==> config.mk <==
export PLATFORM = sky130hd
export DESIGN_NAME = seam_feather_blend_top_flat
export DESIGN_NICKNAME = d
export VERILOG_FILES = /design/src/design/sfb_pkg.sv /design/src/design/sfb_if.sv /design/src/design/seam_feather_blend_top.sv /design/src/design/sfb_lane.sv /design/src/design/sfb_merge.sv /design/src/flat_wrapper.sv
export VERILOG_INCLUDE_DIRS = /design/src /design/src/design
export SDC_FILE = /design/constraint.sdc
export NUM_CORES = 2
export LEC_CHECK = 0
export ABC_AREA = 1
export BUFFER_PORTS_ARGS = -buffer_cell sky130_fd_sc_hd__buf_2
export CELL_PAD_IN_SITES_DETAIL_PLACEMENT = 0
export CELL_PAD_IN_SITES_GLOBAL_PLACEMENT = 2
export CORE_MARGIN = 4
export CORE_UTILIZATION = 41
export CTS_BUF_LIST = sky130_fd_sc_hd__clkbuf_8
export DETAILED_ROUTE_END_ITERATION = 12
export PLACE_DENSITY_LB_ADDON = 0.05
export SLEW_MARGIN = 20
export SYNTH_ARGS = -nofsm -noshare
export SYNTH_HDL_FRONTEND = slang
export SYNTH_SLANG_ARGS = --single-unit
==> constraint.sdc <==
create_clock -name clk -period 11.04 [get_ports clk]
set_input_delay 1.656 -clock clk [delete_from_list [all_inputs] [get_ports clk]]
set_output_delay 1.656 -clock clk [all_outputs]
set_load 0.1 [all_outputs]
==> src/design/seam_feather_blend_top_defines.svh <==
// ---------------------------------------------------------------------------
// Seam feather blend assertion macros
// Concurrent assertion helpers shared by the blend block; empty in synthesis.
// ---------------------------------------------------------------------------
`ifndef SEAM_FEATHER_BLEND_TOP_DEFINES_SVH
`define SEAM_FEATHER_BLEND_TOP_DEFINES_SVH

`ifndef SYNTHESIS
// Implication checked at every clock edge outside reset.
`define SFB_ASSERT_IMPLY(label, clk, rst_n, ante, cons, msg) \
  label: assert property (@(posedge clk) disable iff (!rst_n) (ante) |-> (cons)) else $error(msg);
// Implication whose consequent is checked in the cycle after the antecedent.
`define SFB_ASSERT_NEXT(label, clk, rst_n, ante, cons, msg) \
  label: assert property (@(posedge clk) disable iff (!rst_n) (ante) |=> (cons)) else $error(msg);
`else
`define SFB_ASSERT_IMPLY(label, clk, rst_n, ante, cons, msg)
`define SFB_ASSERT_NEXT(label, clk, rst_n, ante, cons, msg)
`endif

`endif

==> src/design/sfb_pkg.sv <==
// ---------------------------------------------------------------------------
// Seam feather blend package
// Shared widths, register indexes and structs of the blend block.
// ---------------------------------------------------------------------------
package sfb_pkg;

  localparam int PIX_W     = 8;
  localparam int NUM_LANES = 3;
  localparam int CFG_IDX_W = 2;

  typedef enum logic [CFG_IDX_W-1:0] {
    REG_START = 2'd0,
    REG_END   = 2'd1,
    REG_INV   = 2'd2
  } cfg_reg_t;

  // Per-word decisions made ahead of the lanes.
  typedef struct packed {
    logic in_band;
    logic left_black;
    logic warp_black;
  } sfb_flags_t;

  typedef struct packed {
    logic             write_enable;
    logic [PIX_W-1:0] red;
    logic [PIX_W-1:0] green;
    logic [PIX_W-1:0] blue;
  } sfb_pix_t;

endpackage

==> src/design/sfb_if.sv <==
// ---------------------------------------------------------------------------
// Seam feather blend channels
// Valid/ready interfaces for the pixel pair input and the blended output.
// ---------------------------------------------------------------------------
interface sfb_in_if #(
  parameter int COL_W = 12
);
  logic                    valid;
  logic                    ready;
  logic [COL_W-1:0]        column;
  logic [sfb_pkg::PIX_W-1:0] left_red;
  logic [sfb_pkg::PIX_W-1:0] left_green;
  logic [sfb_pkg::PIX_W-1:0] left_blue;
  logic [sfb_pkg::PIX_W-1:0] warp_red;
  logic [sfb_pkg::PIX_W-1:0] warp_green;
  logic [sfb_pkg::PIX_W-1:0] warp_blue;

  modport source (
    output valid, column, left_red, left_green, left_blue,
           warp_red, warp_green, warp_blue,
    input  ready
  );
  modport sink (
    input  valid, column, left_red, left_green, left_blue,
           warp_red, warp_green, warp_blue,
    output ready
  );
endinterface

interface sfb_out_if;
  logic                      valid;
  logic                      ready;
  logic                      write_enable;
  logic [sfb_pkg::PIX_W-1:0] out_red;
  logic [sfb_pkg::PIX_W-1:0] out_green;
  logic [sfb_pkg::PIX_W-1:0] out_blue;

  modport source (
    output valid, write_enable, out_red, out_green, out_blue,
    input  ready
  );
  modport sink (
    input  valid, write_enable, out_red, out_green, out_blue,
    output ready
  );
endinterface

==> src/design/seam_feather_blend_top.sv <==
// ---------------------------------------------------------------------------
// Seam feather blend top level
// Linear feather blend of a left and a warped right pixel across the seam.
// ---------------------------------------------------------------------------
// Usage: pixel pairs arrive on in_pix, one word per pixel with its column;
// one result word per pixel leaves on out_pix. write_enable marks columns in
// [overlap_start, overlap_end); other columns give an all-zero pixel.
// The cfg port writes overlap_start, overlap_end and inverse_width
// (Q1.FRAC_BITS reciprocal of the band width) while no pixel is in flight.
// Throughput is one word per cycle while the skid register is empty; a word
// passes from acceptance to out_pix.valid through four register stages:
// band compare, weight multiply, channel products in three side-by-side
// lanes, then the merged result in the output register.
// A stalled receiver fills one skid register; in_pix.ready drops only while
// it is full and the whole pipeline holds. Reset empties the pipeline, keeps
// in_pix.ready low and loads start 0, end MAX_WIDTH and inverse width 16.
// ---------------------------------------------------------------------------
`include "seam_feather_blend_top_defines.svh"

module seam_feather_blend_top #(
  parameter int MAX_WIDTH = 4096,
  parameter int FRAC_BITS = 16
) (
  input  logic                            clk,
  input  logic                            rst_n,
  sfb_in_if.sink                          in_pix,
  sfb_out_if.source                       out_pix,
  input  logic                            cfg_we,
  input  logic [sfb_pkg::CFG_IDX_W-1:0]   cfg_index,
  input  logic [((($clog2(MAX_WIDTH) + 1) > (FRAC_BITS + 1)) ?
                 ($clog2(MAX_WIDTH) + 1) : (FRAC_BITS + 1))-1:0] cfg_data
);

  localparam int COL_W = $clog2(MAX_WIDTH);
  localparam int END_W = COL_W + 1;
  localparam int A_W   = FRAC_BITS + 1;
  localparam int MUL_W = END_W + A_W;
  localparam int PW    = sfb_pkg::PIX_W;
  localparam int NL    = sfb_pkg::NUM_LANES;
  localparam logic [A_W-1:0]   ONE     = {1'b1, {FRAC_BITS{1'b0}}};
  localparam logic [END_W-1:0] END_MAX = END_W'(MAX_WIDTH);

  // Configuration registers.
  logic [COL_W-1:0] start_r;
  logic [END_W-1:0] end_r;
  logic [A_W-1:0]   inv_r;
  logic [END_W-1:0] end_wr;

  assign end_wr = cfg_data[END_W-1:0];

  always_ff @(posedge clk) begin
    if (!rst_n) begin
      start_r <= '0;
      end_r   <= END_MAX;
      inv_r   <= A_W'(16);
    end else if (cfg_we) begin
      unique case (sfb_pkg::cfg_reg_t'(cfg_index))
        sfb_pkg::REG_START: start_r <= cfg_data[COL_W-1:0];
        sfb_pkg::REG_END:   end_r   <= (end_wr > END_MAX) ? END_MAX : end_wr;
        sfb_pkg::REG_INV:   inv_r   <= cfg_data[A_W-1:0];
        default: ;
      endcase
    end
  end

  // The pipeline advances whenever the skid register is free.
  logic en;
  logic skid_valid_r;
  logic out_valid_r;

  assign en           = !skid_valid_r;
  assign in_pix.ready = en && rst_n;

  logic [PW-1:0] in_left [NL];
  logic [PW-1:0] in_warp [NL];

  assign in_left[0] = in_pix.left_red;
  assign in_left[1] = in_pix.left_green;
  assign in_left[2] = in_pix.left_blue;
  assign in_warp[0] = in_pix.warp_red;
  assign in_warp[1] = in_pix.warp_green;
  assign in_warp[2] = in_pix.warp_blue;

  // Stage 1: band compare and distance to the band end.
  sfb_pkg::sfb_flags_t flags_nxt;
  logic [END_W-1:0]    diff_nxt;

  assign flags_nxt.in_band    = (in_pix.column >= start_r) &&
                                (END_W'(in_pix.column) < end_r);
  assign flags_nxt.left_black = (in_pix.left_red == '0) && (in_pix.left_green == '0) &&
                                (in_pix.left_blue == '0);
  assign flags_nxt.warp_black = (in_pix.warp_red == '0) && (in_pix.warp_green == '0) &&
                                (in_pix.warp_blue == '0);
  assign diff_nxt             = end_r - END_W'(in_pix.column);

  logic                s1_valid_r;
  sfb_pkg::sfb_flags_t s1_flags_r;
  logic [END_W-1:0]    s1_diff_r;
  logic [PW-1:0]       s1_left_r [NL];
  logic [PW-1:0]       s1_warp_r [NL];

  always_ff @(posedge clk) begin
    if (!rst_n) begin
      s1_valid_r <= 1'b0;
    end else if (en) begin
      s1_valid_r <= in_pix.valid;
    end
  end

  always_ff @(posedge clk) begin
    if (en) begin
      s1_flags_r <= flags_nxt;
      s1_diff_r  <= diff_nxt;
      s1_left_r  <= in_left;
      s1_warp_r  <= in_warp;
    end
  end

  // Stage 2: left weight, saturated to exactly one.
  logic [MUL_W-1:0] wprod;
  logic [A_W-1:0]   alpha_nxt;

  assign wprod     = MUL_W'(s1_diff_r) * MUL_W'(inv_r);
  assign alpha_nxt = (wprod > MUL_W'(ONE)) ? ONE : wprod[A_W-1:0];

  logic                s2_valid_r;
  sfb_pkg::sfb_flags_t s2_flags_r;
  logic [A_W-1:0]      s2_alpha_r;
  logic [PW-1:0]       s2_left_r [NL];
  logic [PW-1:0]       s2_warp_r [NL];

  always_ff @(posedge clk) begin
    if (!rst_n) begin
      s2_valid_r <= 1'b0;
    end else if (en) begin
      s2_valid_r <= s1_valid_r;
    end
  end

  always_ff @(posedge clk) begin
    if (en) begin
      s2_flags_r <= s1_flags_r;
      s2_alpha_r <= alpha_nxt;
      s2_left_r  <= s1_left_r;
      s2_warp_r  <= s1_warp_r;
    end
  end

  // Stage 3: one lane per color channel.
  logic                s3_valid_r;
  sfb_pkg::sfb_flags_t s3_flags_r;
  logic [PW-1:0]       lane_mix  [NL];
  logic [PW-1:0]       lane_left [NL];

  always_ff @(posedge clk) begin
    if (!rst_n) begin
      s3_valid_r <= 1'b0;
    end else if (en) begin
      s3_valid_r <= s2_valid_r;
    end
  end

  always_ff @(posedge clk) begin
    if (en) begin
      s3_flags_r <= s2_flags_r;
    end
  end

  for (genvar g = 0; g < NL; g++) begin : g_lane
    sfb_lane #(
      .FRAC_BITS (FRAC_BITS)
    ) u_lane (
      .clk    (clk),
      .en     (en),
      .left   (s2_left_r[g]),
      .warp   (s2_warp_r[g]),
      .alpha  (s2_alpha_r),
      .mix    (lane_mix[g]),
      .left_q (lane_left[g])
    );
  end

  sfb_pkg::sfb_pix_t merged;

  sfb_merge u_merge (
    .flags  (s3_flags_r),
    .mix    (lane_mix),
    .left   (lane_left),
    .result (merged)
  );

  // Output register with one skid word behind it.
  sfb_pkg::sfb_pix_t out_r;
  sfb_pkg::sfb_pix_t skid_r;
  logic              push;
  logic              pop;

  assign push = en && s3_valid_r;
  assign pop  = out_valid_r && out_pix.ready;

  always_ff @(posedge clk) begin
    if (!rst_n) begin
      out_valid_r  <= 1'b0;
      skid_valid_r <= 1'b0;
    end else begin
      if (skid_valid_r) begin
        if (pop) begin
          out_r        <= skid_r;
          skid_valid_r <= 1'b0;
        end
      end else if (push) begin
        if (out_valid_r && !out_pix.ready) begin
          skid_r       <= merged;
          skid_valid_r <= 1'b1;
        end else begin
          out_r       <= merged;
          out_valid_r <= 1'b1;
        end
      end else if (pop) begin
        out_valid_r <= 1'b0;
      end
    end
  end

  assign out_pix.valid        = out_valid_r;
  assign out_pix.write_enable = out_r.write_enable;
  assign out_pix.out_red      = out_r.red;
  assign out_pix.out_green    = out_r.green;
  assign out_pix.out_blue     = out_r.blue;

  `SFB_ASSERT_IMPLY(a_skid_behind_out, clk, rst_n, skid_valid_r, out_valid_r, "skid word held without an output word")
  `SFB_ASSERT_NEXT(a_skid_drains, clk, rst_n, skid_valid_r && pop, out_valid_r && !skid_valid_r, "skid word lost on drain")
  `SFB_ASSERT_IMPLY(a_off_band_zero, clk, rst_n, out_valid_r && !out_r.write_enable, (out_r.red == '0) && (out_r.green == '0) && (out_r.blue == '0), "pixel outside the band is not zero")
  `SFB_ASSERT_IMPLY(a_alpha_bounded, clk, rst_n, s2_valid_r, s2_alpha_r <= ONE, "left weight above one")

endmodule

==> src/design/sfb_lane.sv <==
// ---------------------------------------------------------------------------
// Seam feather blend channel lane
// Weights one color channel of the left and warped pixels by alpha.
// ---------------------------------------------------------------------------
module sfb_lane #(
  parameter int FRAC_BITS = 16
) (
  input  logic                        clk,
  input  logic                        en,
  input  logic [sfb_pkg::PIX_W-1:0]   left,
  input  logic [sfb_pkg::PIX_W-1:0]   warp,
  input  logic [FRAC_BITS:0]          alpha,
  output logic [sfb_pkg::PIX_W-1:0]   mix,
  output logic [sfb_pkg::PIX_W-1:0]   left_q
);

  localparam int A_W    = FRAC_BITS + 1;
  localparam int PROD_W = sfb_pkg::PIX_W + A_W;
  localparam logic [A_W-1:0] ONE = {1'b1, {FRAC_BITS{1'b0}}};

  logic [A_W-1:0]            beta;
  logic [PROD_W-1:0]         prod_l_r;
  logic [PROD_W-1:0]         prod_w_r;
  logic [PROD_W-1:0]         sum;
  logic [sfb_pkg::PIX_W-1:0] left_r;

  assign beta = ONE - alpha;

  always_ff @(posedge clk) begin
    if (en) begin
      prod_l_r <= PROD_W'(left) * PROD_W'(alpha);
      prod_w_r <= PROD_W'(warp) * PROD_W'(beta);
      left_r   <= left;
    end
  end

  // The weights add up to one, so the sum stays below 256 in the integer part.
  assign sum    = prod_l_r + prod_w_r;
  assign mix    = sum[FRAC_BITS +: sfb_pkg::PIX_W];
  assign left_q = left_r;

endmodule

==> src/design/sfb_merge.sv <==
// ---------------------------------------------------------------------------
// Seam feather blend merge
// Combines the lane results with the band and black-pixel decisions.
// ---------------------------------------------------------------------------
module sfb_merge (
  input  sfb_pkg::sfb_flags_t          flags,
  input  logic [sfb_pkg::PIX_W-1:0]    mix    [sfb_pkg::NUM_LANES],
  input  logic [sfb_pkg::PIX_W-1:0]    left   [sfb_pkg::NUM_LANES],
  output sfb_pkg::sfb_pix_t            result
);

  always_comb begin
    result = '0;
    priority if (!flags.in_band) begin
      result = '0;
    end else if (flags.left_black) begin
      result.write_enable = 1'b1;
    end else if (flags.warp_black) begin
      result.write_enable = 1'b1;
      result.red          = left[0];
      result.green        = left[1];
      result.blue         = left[2];
    end else begin
      result.write_enable = 1'b1;
      result.red          = mix[0];
      result.green        = mix[1];
      result.blue         = mix[2];
    end
  end

endmodule
==> src/flat_wrapper.sv <==
// flat-port wrapper written by rule: the top's interface ports become plain ports
module seam_feather_blend_top_flat 
#(
  parameter int MAX_WIDTH = 4096,
  parameter int FRAC_BITS = 16
)
  (clk, rst_n, cfg_we, cfg_index, cfg_data, in_pix_valid, in_pix_column, in_pix_left_red, in_pix_left_green, in_pix_left_blue, in_pix_warp_red, in_pix_warp_green, in_pix_warp_blue, in_pix_ready, out_pix_valid, out_pix_write_enable, out_pix_out_red, out_pix_out_green, out_pix_out_blue, out_pix_ready);
  sfb_in_if in_pix_i ();
  sfb_out_if out_pix_i ();
  input  logic clk;
  input  logic rst_n;
  input  logic cfg_we;
  input  logic [sfb_pkg::CFG_IDX_W-1:0] cfg_index;
  input  logic [((($clog2(MAX_WIDTH) + 1) > (FRAC_BITS + 1)) ?
                 ($clog2(MAX_WIDTH) + 1) : (FRAC_BITS + 1))-1:0] cfg_data;
  input wire logic [$bits(in_pix_i.valid)-1:0] in_pix_valid;
  input wire logic [$bits(in_pix_i.column)-1:0] in_pix_column;
  input wire logic [$bits(in_pix_i.left_red)-1:0] in_pix_left_red;
  input wire logic [$bits(in_pix_i.left_green)-1:0] in_pix_left_green;
  input wire logic [$bits(in_pix_i.left_blue)-1:0] in_pix_left_blue;
  input wire logic [$bits(in_pix_i.warp_red)-1:0] in_pix_warp_red;
  input wire logic [$bits(in_pix_i.warp_green)-1:0] in_pix_warp_green;
  input wire logic [$bits(in_pix_i.warp_blue)-1:0] in_pix_warp_blue;
  output wire logic [$bits(in_pix_i.ready)-1:0] in_pix_ready;
  output wire logic [$bits(out_pix_i.valid)-1:0] out_pix_valid;
  output wire logic [$bits(out_pix_i.write_enable)-1:0] out_pix_write_enable;
  output wire logic [$bits(out_pix_i.out_red)-1:0] out_pix_out_red;
  output wire logic [$bits(out_pix_i.out_green)-1:0] out_pix_out_green;
  output wire logic [$bits(out_pix_i.out_blue)-1:0] out_pix_out_blue;
  input wire logic [$bits(out_pix_i.ready)-1:0] out_pix_ready;
  assign in_pix_i.valid = in_pix_valid;
  assign in_pix_i.column = in_pix_column;
  assign in_pix_i.left_red = in_pix_left_red;
  assign in_pix_i.left_green = in_pix_left_green;
  assign in_pix_i.left_blue = in_pix_left_blue;
  assign in_pix_i.warp_red = in_pix_warp_red;
  assign in_pix_i.warp_green = in_pix_warp_green;
  assign in_pix_i.warp_blue = in_pix_warp_blue;
  assign in_pix_ready = in_pix_i.ready;
  assign out_pix_valid = out_pix_i.valid;
  assign out_pix_write_enable = out_pix_i.write_enable;
  assign out_pix_out_red = out_pix_i.out_red;
  assign out_pix_out_green = out_pix_i.out_green;
  assign out_pix_out_blue = out_pix_i.out_blue;
  assign out_pix_i.ready = out_pix_ready;
  seam_feather_blend_top #(.MAX_WIDTH(MAX_WIDTH), .FRAC_BITS(FRAC_BITS)) u_core (.clk(clk), .rst_n(rst_n), .in_pix(in_pix_i), .out_pix(out_pix_i), .cfg_we(cfg_we), .cfg_index(cfg_index), .cfg_data(cfg_data));
endmodule
* Yosys cells after proc, flatten, opt, wreduce, memory -nomap -nowiden
Index checks and enable logic that the tools add are counted.
Word-level totals: bits in registers 400, input port bits 84, output and inout port bits 27, word-level logic and storage cells 112
Operators by class: add/subtract/negate cells 5, multiply operators 7, magnitude comparators 4, equal/unequal tests 5, multiplexer cells 16, bitwise logic cells 1, reduce and logical (&&, ||, !) cells 26
Operators by type and width (number):
- multiplier 8 x 17 -> 24 bit | 6
- 2-to-1 mux 25 bit | 5
- adder 24 bit | 3
- logical NOT 8 bit | 6
- 2-to-1 mux 24 bit | 2
- > comparator 30 x 17 -> 1 bit (second input constant) | 1
- multiplier 13 x 17 -> 30 bit | 1
- subtractor 17 bit (first input constant) | 1
- > comparator 13 bit (second input constant) | 1
- < comparator 12 x 13 -> 1 bit | 1
- 2-to-1 mux 13 bit | 1
- subtractor 13 x 12 -> 13 bit | 1
- >= comparator 12 bit | 1
- logical AND 1 bit | 9
- 2-to-1 mux 1 bit | 8
- AND reduction 4 bit | 2
- AND reduction 2 bit | 3
- != test 2 bit (second input constant) | 2
- nonzero test 2 bit | 2
- AND reduction 3 bit | 1
- equality test 2 x 1 -> 1 bit (second input constant) | 1
- equality test 2 bit (second input constant) | 1
- logical NOT 1 bit | 2
- logical NOT 2 bit | 1
- 2 further kinds | 2

* Longest topological paths before layout
depth in word-level cells 7, mapped depth 32, depth with buffers taken out 30

* Cells and area by module
A second synthesis with hierarchy kept.
Second synthesis, totals: cells, all modules 6817, area, all modules 53586.4 µm²
Modules (own cells, without submodules):
- seam_feather_blend_top | times used 1, cells each 1818, area an instance 16727.3 µm², seq. area each 6496.2 µm²
- sfb_lane (u_core.g_lane[0].u_lane) | times used 1, cells each 1643, area an instance 12177.9 µm², seq. area each 1681.6 µm²
- sfb_lane (u_core.g_lane[2].u_lane) | times used 1, cells each 1617, area an instance 12124.1 µm², seq. area each 1681.6 µm²
- sfb_lane (u_core.g_lane[1].u_lane) | times used 1, cells each 1609, area an instance 12006.5 µm², seq. area each 1681.6 µm²
- sfb_merge | times used 1, cells each 130, area an instance 550.5 µm², seq. area each 0.0 µm²

* Worst setup path before layout
Ideal clock, no wire load.
path kind flip-flop to flip-flop, start reg u_core.skid_valid_r, end reg u_core.g_lane[0].u_lane.left_r (netlist bit u_core.g_lane[0].u_lane.left_q[0]) (enable), setup time 2.555 ns, data arrival time 6.236 ns, required time 8.485 ns, slack 2.249 ns, stages on the path, launching flop included 3, path buffers 1, clock period less this slack 8.791 ns, cells stage by stage dfxtp_1 -> clkbuf_1 -> clkinv_1
RTL lines:
- start: declaration | line seam_feather_blend_top.sv:68 | logic skid_valid_r;
- start signal: assignment | line seam_feather_blend_top.sv:204 | skid_valid_r <= 1'b0;
- start signal: assignment | line seam_feather_blend_top.sv:209 | skid_valid_r <= 1'b0;
- start signal: assignment | line seam_feather_blend_top.sv:214 | skid_valid_r <= 1'b1;
- end signal: assignment | line sfb_lane.sv:33 | left_r <= left;
- end: declaration | line sfb_lane.sv:25 | logic [sfb_pkg::PIX_W-1:0] left_r;
No word-level cell between the ends.

* Final worst setup path
start reg u_core.s2_alpha_r[1], end reg u_core.g_lane[2].u_lane.prod_w_r[23], data pin
On the way: word-level cells in the longest chain between the ends 2
Ends and longest elaborated chain:
- start: declaration | line seam_feather_blend_top.sv:128 | logic [A_W-1:0] s2_alpha_r;
- start signal: assignment | line seam_feather_blend_top.sv:143 | s2_alpha_r <= alpha_nxt;
- subtractor 17 bit | line sfb_lane.sv:27 | assign beta = ONE - alpha;
- multiplier 8 x 17 -> 24 bit | line sfb_lane.sv:32 | prod_w_r <= PROD_W'(warp) * PROD_W'(beta);
- end signal: assignment | line sfb_lane.sv:32
- end: declaration | line sfb_lane.sv:23 | logic [PROD_W-1:0] prod_w_r;
Every way passes these cells. A chain may end at the register's enable or synchronous reset.

==> results.cfg <==
[power]
p_int_w = 0.00680
switching_share_pct = 52.6
p_per_area_mw_per_mm2 = 266
clockPowerShare_pct = 10.9
power_frac_seq_pct = 17.4
p_switching_w = 0.00756
irDropWorstVdd_v = 0.000262
power_frac_comb_pct = 71.7
p_leak_nw = 27.7

[yosys]
async_flop_share_pct = 0
ys_ff_latch = 400
synth.area.top_cells = fa_1 (28%), edfxtp_1 (21%), nand2_1 (11%)
ys_types = 50
syn-instance-count = 6084
synth-edff-count = 353
ys.flop_type = edfxtp_1
yosysSeqAreaShare_pct = 22.9
syn-num-nets = 7292
synth_area_per_cell_um2 = 8.29
syn_area_mm2 = 0.0504
synth_area_leader_cell = fa_1
synth_top_area_share_pct = 27.8
ys_warn_count = 0

[setup_path]
slowest_delay_ps = 560
startpoint = u_core.s2_alpha_r[1]
critPathLaunchType = register
end_kind = register
crit_type = register to register
critical_path_arrival_ps = 7120
r2r_start = u_core.s2_alpha_r[1]
slowest_stage = nand2_1
required_ps = 11540
cpMostUsedCell = nand2_1
path_max_fanout = 25

[global_route]
grt_use_met3_pct = 2.86
grt_first_pass_wirelength_mm = 232
antenna_found_initial = 4
grt_util_met1_pct = 31.3
grt_max_degree = 112
grt_usage_pct = 23.5
grt_use_met2_pct = 41.0
gr-total-overflow = 0
gr-max-usage-layer = met2
grt_pass1_vias = 40200

[final_layout]
final_common_cell = nand2_1
drive_gt1_share_pct = 4.99
final.fill_count = 12400
fin_nets = 7305
final_cell_mix = nand2_1 (1502), inv_1 (1427), fa_1 (700), ha_1 (424), nor2_1 (407)
syn_to_final_growth_pct = 7.30

[detailed_routing]
dr_total_vias = 38200
drc = 0
antenna_left = 0
via_per_inst = 4.91
first_pass_iters = 5
drtIter0Drc = 2170
wl_per_cell_um = 18.9
wl_mm = 147

[worst_hold_path]
hp-start = u_core.s1_left_r[5]
min_path_type = register to register

[timing]
relSlewSlack_pct = 28.9
timing.fmax_mhz = 151
fin_crit_sh_pct = 60.0
setup_ws_ps = 4420
finalMaxSlewViolations = 0
setup_viol = 0
rsz0062_at_grt = false
hold_viol = 0
min_period_ps = 6620
finalClockSkew_ps = 58.1
max_slew.worst_pin.slew_ps = 1070
tns_ps = 0

[clock_network]
cts_root_buf = clkbuf_8
cts_buffers = 77
clkTransAtPathRegs_ps = 60
clockBufferDepth = 3
postCtsHoldBufs = 0
cts_tree = built
clock_sinks = 400
ctsResizeCount = 0
cts_max_level = 3
cts_setup_buffers = 0
clock_latency_ps = 770

[flow_run]
cap_violations = 0

[die]
io_pins = 111
design.core.area_mm2 = 0.122
chipWidth_um = 359
initial_core_util_pct = 41.3
rows = 128
design.die.area_mm2 = 0.129
die_h_um = 359

[placement]
dp_worst_setup_slack_ps = 4420
placement.io_buffers = 110
gp_congestion = 0.859
hpwl_mm = 115

[status]
outcome = finished, final reports clean
[power groups by stage]
stage          sequential, W  clock (W)  combinational, W
5_1_grt              0.00251    0.00169            0.0120
6_report             0.00250    0.00157            0.0103
3_5_place_dp         0.00253          0            0.0104
3_3_place_gp         0.00253          0            0.0104
2_1_floorplan        0.00234          0           0.00766
4_1_cts              0.00250    0.00163            0.0105
[synthesized netlist by cell type (41+ instances only)]
library cell,instances
a21oi_1,251
clkbuf_1,195
dfxtp_1,47
edfxtp_1,353
fa_1,700
ha_1,424
inv_1,1407
nand2_1,1502
nand3_1,148
nand4_1,41
nor2_1,408
o21ai_0,170
xnor2_1,64
xor2_1,94
[metrics by stage]
step                total power, W  util (%)  area [um^2]  std cells  hold slack [ps]
finish                      0.0144      44.3        54100       7784              381
global route                0.0162      44.3        54100       7783              388
CTS                         0.0146      44.3        54100       7782              370
detailed placement          0.0129      43.0        52500       7643              405
global placement            0.0129      43.0        52500       7643              401
floorplan                   0.0100         -        50400       6084              400
[registers in the layout, summed over array words and instances (netlist names), 12 cells and up]
| register | flops |
|---|---|
| u_core.s2_left_r | 24 |
| u_core.g_lane.u_lane.left_q | 24 |
| u_core.inv_r | 17 |
| u_core.g_lane.u_lane.prod_l_r | 72 |
| u_core.start_r | 12 |
| u_core.s2_warp_r | 24 |
| u_core.s1_warp_r | 24 |
| u_core.g_lane.u_lane.prod_w_r | 72 |
| u_core.s1_left_r | 24 |
| u_core.end_r | 13 |
| u_core.s1_diff_r | 13 |
| u_core.s2_alpha_r | 17 |
| u_core.skid_r | 25 |
[worst paths after layout]
path | endpoint | slack, ps | depth (start not counted)
hold / removal | u_core.s2_left_r[5] | 380 | 0
hold reg to reg | u_core.s2_left_r[5] | 380 | 0
setup reg to reg | u_core.g_lane[2].u_lane.prod_w_r[23] | 4420 | 27
setup / recovery | u_core.g_lane[2].u_lane.prod_w_r[23] | 4420 | 27
[layout make-up]
type                       count  area, um^2  area share [%]
tap                         1625        2030            3.76
clock buffer                  80        1100            2.04
sequential                   400       11500            21.3
antenna                        2        5.00         0.00925
inverter                    1415        5320            9.83
clock inverter                59         489           0.904
timing repair buffer         156         896            1.66
multi-input combinational   4047       32700            60.5
[routing by layer]
| metal | vias to the layer above | share of wire (%) |
|---|---|---|
| li1 | 18600 | - |
| met1 | 18900 | 45 |
| met2 | 630 | 49 |
| met3 | 148 | 3.9 |
| met4 | 0 | 2.3 |
| met5 | - | 0 |
[kinds of logic after synthesis]
kind of cell	Yosys count	synth area share (%)
compound gates	557	6.17
xor+xnor	158	2.74
fa+ha+maj	1124	38.3
buf+inv	1637	12.3
flops	400	22.9
simple gates	2208	17.6
[worst max-delay path, delay by kind of cell, from the launching register on]
| family | cells | cell delay [ps] |
|---|---|---|
| compound gates | 2 | 530 |
| fa+ha+maj | 6 | 2460 |
| buf+inv | 6 | 1080 |
| flops | 1 | 350 |
| simple gates | 13 | 1910 |
Note: power is estimated with default switching activity, not from simulation.
